## config.mk

```make
export PLATFORM = sky130hd
export DESIGN_NAME = e2q_cordic
export DESIGN_NICKNAME = d
export VERILOG_FILES = /design/src/hdl/e2q_pkg.sv /design/src/hdl/e2q_cordic.sv
export SDC_FILE = /design/constraint.sdc
export NUM_CORES = 2
export LEC_CHECK = 0
export BUFFER_PORTS_ARGS = -buffer_cell sky130_fd_sc_hd__buf_2
export CORE_ASPECT_RATIO = 1.75
export CORE_UTILIZATION = 35
export DETAILED_ROUTE_END_ITERATION = 16
export PLACE_DENSITY = 0.58
export SLEW_MARGIN = 20
export SYNTH_ARGS = -nofsm -noshare
export SYNTH_HDL_FRONTEND = slang
export SYNTH_SLANG_ARGS = --single-unit
```

## constraint.sdc

```tcl
create_clock -name i_clk -period 13.6 [get_ports i_clk]
set_input_delay 2.72 -clock i_clk [delete_from_list [all_inputs] [get_ports i_clk]]
set_output_delay 2.72 -clock i_clk [all_outputs]
set_load 0.02 [all_outputs]
```

## src/hdl/e2q_pkg.sv

```systemverilog
package e2q_pkg;

    localparam int CORDIC_STAGES = 16;
    localparam int AtanEntries   = 24;
    localparam int NumIter = (CORDIC_STAGES < AtanEntries) ? CORDIC_STAGES : AtanEntries;
    // input fold, one stage per iteration, rounding, two products, round and saturate
    localparam int Latency = NumIter + 5;
    localparam int ZW = 34;
    localparam int XW = 33;
    localparam int TW = 18;
    localparam int PW = 36;
    localparam int SW = 50;

    localparam logic signed [ZW-1:0] GainQ30   = 34'sd652032874;
    localparam logic signed [ZW-1:0] HalfPiQ30 = 34'sd1686629713;
    localparam logic signed [ZW-1:0] PiQ30     = 34'sd3373259426;
    localparam logic signed [15:0]   UnitQ14   = 16'sd16384;

    typedef struct packed {
        logic signed [15:0] angle_first;
        logic signed [15:0] angle_second;
        logic signed [15:0] angle_third;
    } t_angles;

    typedef struct packed {
        logic signed [15:0] quat_x;
        logic signed [15:0] quat_y;
        logic signed [15:0] quat_z;
        logic signed [15:0] quat_w;
    } t_quat;

    typedef struct packed {
        logic signed [XW-1:0] x;
        logic signed [XW-1:0] y;
        logic signed [ZW-1:0] z;
        logic                 flip;
    } t_rot;

    typedef struct packed {
        logic signed [TW-1:0] c;
        logic signed [TW-1:0] s;
    } t_cs;

    function automatic logic signed [ZW-1:0] atan_q30(input int i);
        case (i)
            0: return 34'sd843314857;
            1: return 34'sd497837829;
            2: return 34'sd263043837;
            3: return 34'sd133525159;
            4: return 34'sd67021687;
            5: return 34'sd33543516;
            6: return 34'sd16775851;
            7: return 34'sd8388437;
            8: return 34'sd4194283;
            9: return 34'sd2097149;
            default: return ZW'(64'sd1 << (30 - i));
        endcase
    endfunction

endpackage

```

## src/hdl/e2q_cordic.sv

```systemverilog
module e2q_cordic import e2q_pkg::*; (
    input  logic               i_clk,
    input  logic signed [15:0] i_angle,
    output t_cs                o_cs
);
    t_rot r_stage [NumIter+1];
    t_rot n_init;
    logic signed [XW-1:0] n_xr;
    logic signed [XW-1:0] n_yr;
    t_cs  r_cs;

    always_comb begin
        n_init.x    = XW'(GainQ30);
        n_init.y    = '0;
        n_init.z    = ZW'(i_angle) <<< 16;
        n_init.flip = 1'b0;
        if (n_init.z > HalfPiQ30) begin
            n_init.z    = n_init.z - PiQ30;
            n_init.flip = 1'b1;
        end else if (n_init.z < -HalfPiQ30) begin
            n_init.z    = n_init.z + PiQ30;
            n_init.flip = 1'b1;
        end
    end

    always_ff @(posedge i_clk) begin
        r_stage[0] <= n_init;
    end

    for (genvar g = 0; g < NumIter; g++) begin : g_iter
        always_ff @(posedge i_clk) begin
            r_stage[g+1].flip <= r_stage[g].flip;
            if (r_stage[g].z >= 0) begin
                r_stage[g+1].x <= r_stage[g].x - (r_stage[g].y >>> g);
                r_stage[g+1].y <= r_stage[g].y + (r_stage[g].x >>> g);
                r_stage[g+1].z <= r_stage[g].z - atan_q30(g);
            end else begin
                r_stage[g+1].x <= r_stage[g].x + (r_stage[g].y >>> g);
                r_stage[g+1].y <= r_stage[g].y - (r_stage[g].x >>> g);
                r_stage[g+1].z <= r_stage[g].z + atan_q30(g);
            end
        end
    end

    // round Q.30 to Q.16, then undo the half-turn fold
    assign n_xr = (r_stage[NumIter].x + XW'(8192)) >>> 14;
    assign n_yr = (r_stage[NumIter].y + XW'(8192)) >>> 14;

    always_ff @(posedge i_clk) begin
        r_cs.c <= r_stage[NumIter].flip ? -TW'(n_xr) : TW'(n_xr);
        r_cs.s <= r_stage[NumIter].flip ? -TW'(n_yr) : TW'(n_yr);
    end

    assign o_cs = r_cs;
endmodule

```

==> impl_summary.log <==
INFO  metric cts_inserted_buffers = between 150 and 200
INFO  metric max_slew_violations = 0
INFO  metric clk_latency = roughly 870 ps
INFO  metric drt-initial-drc-count = 2853
INFO  metric routed_wire_length_per_instance = ~19 um
INFO  metric yosys_warn_count = 0
INFO  metric largest_net_degree_at_the_start_of_global_routing = 76
INFO  metric tritoncts_clock_tree = built
INFO  metric slew_headroom = 13.0%
INFO  metric setup.worst_path.end_class = flop
INFO  metric design_area = 112000 um2
INFO  metric finalWirelength = approximately 300000 um
INFO  metric placement_rows = ~260
INFO  metric hpwlAfterDp = 247000 um
INFO  metric crit_path_max_fanout = 40
INFO  metric drive_above_1_share = under 10%
INFO  metric synth.top_cell.area_share = 27.6%
INFO  metric rr_endpoint = r_stage[10][100]
INFO  metric cts_repair_resize_count = 0
INFO  metric clock-root-buffer = clkbuf_16
INFO  metric smallest_hold_slack = between 200 and 300 ps
INFO  metric max_cap_viol_count = 0
INFO  metric max_freq = 0.159 GHz
INFO  metric synth_common_cells = dfxtp_1 (1399), ha_1 (1325), xnor2_1 (1182)
INFO  metric yosys.area.top_type = dfxtp_1
INFO  metric final-hold-violation-count = 0
INFO  metric final_period_minus_worst_setup_slack = ~6300 ps
INFO  metric number_of_flops_mapped_to_enable_cells_by_yosys = 0
INFO  metric layout-area-overhead-vs-synth = 10.1%
INFO  metric via_count = ~85000
INFO  metric route.detailed.vias_per_inst = about 5.4
INFO  metric startpoint_type = flop
INFO  metric sequential_element_share_of_the_synthesized_area = roughly 28%
INFO  metric clk_pin_slew = ~60 ps
INFO  metric tightestPinTransition = 1290 ps
INFO  metric cp-endpoint = r_stage[10][100]
INFO  metric globalRouteTotalUtil = 19.8%
INFO  metric drt_drc_violations_left = 0
INFO  metric antenna_left = 0
INFO  metric netlist_area = 102000 um2
INFO  metric synth_flop_cell = dfxtp_1
INFO  metric asyncSetResetFlopFracSynth = 0%
INFO  metric placedInstanceArea = about 110000 um2
INFO  metric status = completed
INFO  metric timing.hold.worst.class = flop to flop
INFO  metric synth_fp_nets = about 13000
INFO  metric critical_path.reg2reg.startpoint = r_stage[9][34]
INFO  metric floorplan_core_area = 289000 um2
INFO  metric initial_core_util = a little over a third
INFO  metric floorplan.die_area = a little under 300000 um2
INFO  metric critPathArrivalTime = between 6000 and 7000 ps
INFO  metric post-cts-setup-buffer-count = 0
INFO  metric cp-startpoint = r_stage[9][34]
INFO  metric postSynthAreaPerCell = 8.53 um2
INFO  metric synth_top_cells_by_area = dfxtp_1 (28%), ha_1 (16%), xnor2_1 (10%)
INFO  metric buffer_ports.inserted = 52
INFO  metric postSynthCellCount = 11900
INFO  metric first_global_vias = ~87000
INFO  metric r2r_setup_slack = 7320 ps
INFO  metric clock_skew = 70.9 ps
INFO  metric num-fill-cells = 29700
INFO  metric routabilityCongestion = between 1 and 1.5
INFO  metric netlist-cell-type-count = a little under 100
INFO  metric finalCritPeriodShare = a little under half
INFO  metric r2r.worst_path.cells = 23
INFO  metric design.final.nets = 13400
INFO  metric synth_seq_cells = 1399
INFO  metric crit_required = 14310 ps
INFO  metric grt_total_ovfl = 0
INFO  metric chipWidth = between 400 and 500 um
INFO  metric cts-htree-levels = 4
INFO  metric worst-setup-path-type = flop to flop
INFO  metric hold_buffer_count_at_cts = 0
INFO  metric antenna_found_initial = 3
INFO  metric clock_sink_count = between 1000 and 1500
INFO  metric drt_pass1_iterations = 8
INFO  metric grt_pass1_wl = approximately 460000 um
INFO  metric fp.dieH = 715 um
INFO  metric io_pins = 53
INFO  metric synth_most_common_cell = dfxtp_1
INFO  metric clock_tree.buffer_depth = 4
INFO  metric unrepaired_setup_endpoints_after_global_routing = no
INFO  metric setup_violations = 0
INFO  metric setup_total_negative_slack = 0 ps
stage by stage:
stage          instances  setup WS (ps)  utilization [%]
3_5_place_dp       15700           7440             36.9
6_report           15900           7320             38.7
2_1_floorplan      11900           8530                -
4_1_cts            15900           7370             38.7
3_3_place_gp       15700           7230             36.9
5_1_grt            15900           7070             38.7
worst min-delay path by stage:
stage	endpoint	start	cells past startpoint
after floorplan	r_stage[10][0]	r_stage[9][0]	0
final	r_stage[7][0]	r_stage[6][0]	0
after global routing	r_stage[7][0]	r_stage[6][0]	0
after global placement	r_stage[14][17]	r_stage[13][17]	0
after detailed placement	r_stage[11][0]	r_stage[10][0]	0
after CTS	r_stage[7][0]	r_stage[6][0]	0
per-layer routing:
metal | routed length, um | vias up | share of wire [%] | track usage (%)
met1 | 85500 | 39300 | 29 | 13.7
met5 | 188 | - | 0.063 | 0
met3 | 7700 | 1146 | 2.6 | 2.48
met4 | 34100 | 4 | 11 | 20.0
li1 | - | 43300 | - | -
met2 | 171000 | 1597 | 57 | 42.1
layout make-up:
type / count / area [um2] / area share [%]
clock buffer: 213 / 4560 / 4.08
clock inverter: 60 / 797 / 0.713
multi-input combinational: 9882 / 71300 / 63.7
tap: 3813 / 4770 / 4.27
timing repair buffer: 94 / 576 / 0.515
inverter: 483 / 1810 / 1.62
sequential: 1399 / 28000 / 25.1
antenna: 3 / 7.51 / 0.00672
flip-flops by register name, indices dropped and copies added, names as in the netlist:
register,count
r_stage,1363
o_cs,36
kinds of logic after synthesis:
family,Yosys count,share of synthesized area [%]
AO/OA/AOI/OAI,3404,21.6
adder cells (fa/ha/maj),1362,17.1
multiplexers,40,0.399
AND/OR/NAND/NOR,3310,15.9
XOR/XNOR,1766,15.2
flip-flops,1399,27.6
buffers and inverters,623,2.30
critical path: stages, from the launching register on:
cell      delay [ps]
dfxtp_1          310
inv_1            130
ha_1             200
nor4b_1          250
nand4_1          190
nor2_1           250
nor2_4           160
buf_4            280
inv_1            100
buf_4            400
nor2_1           100
xnor2_1          150
ha_1             340
nor2b_1          160
o31a_1           270
o21a_1           230
o21ai_0          860
a21oi_1          250
o211a_1          290
nor3_1           210
a21boi_0         240
a211oi_1         360
o21ai_0          160
xnor2_1          140
placed cells by master (no fill, tap or decap), types with 290 or more instances in the layout:
cell type	netlist	final
xnor2_1	1182	1182
nor2_1	972	969
o21ai_0	742	742
ha_1	1325	1325
nor3_1	290	290
xor2_1	584	584
a21o_1	404	404
nand2_1	735	735
a21oi_1	939	939
inv_1	476	475
dfxtp_1	1399	1395
Power is not shown: default switching activity piles up to over one toggle a cycle in this logic, so the estimate is an artifact.
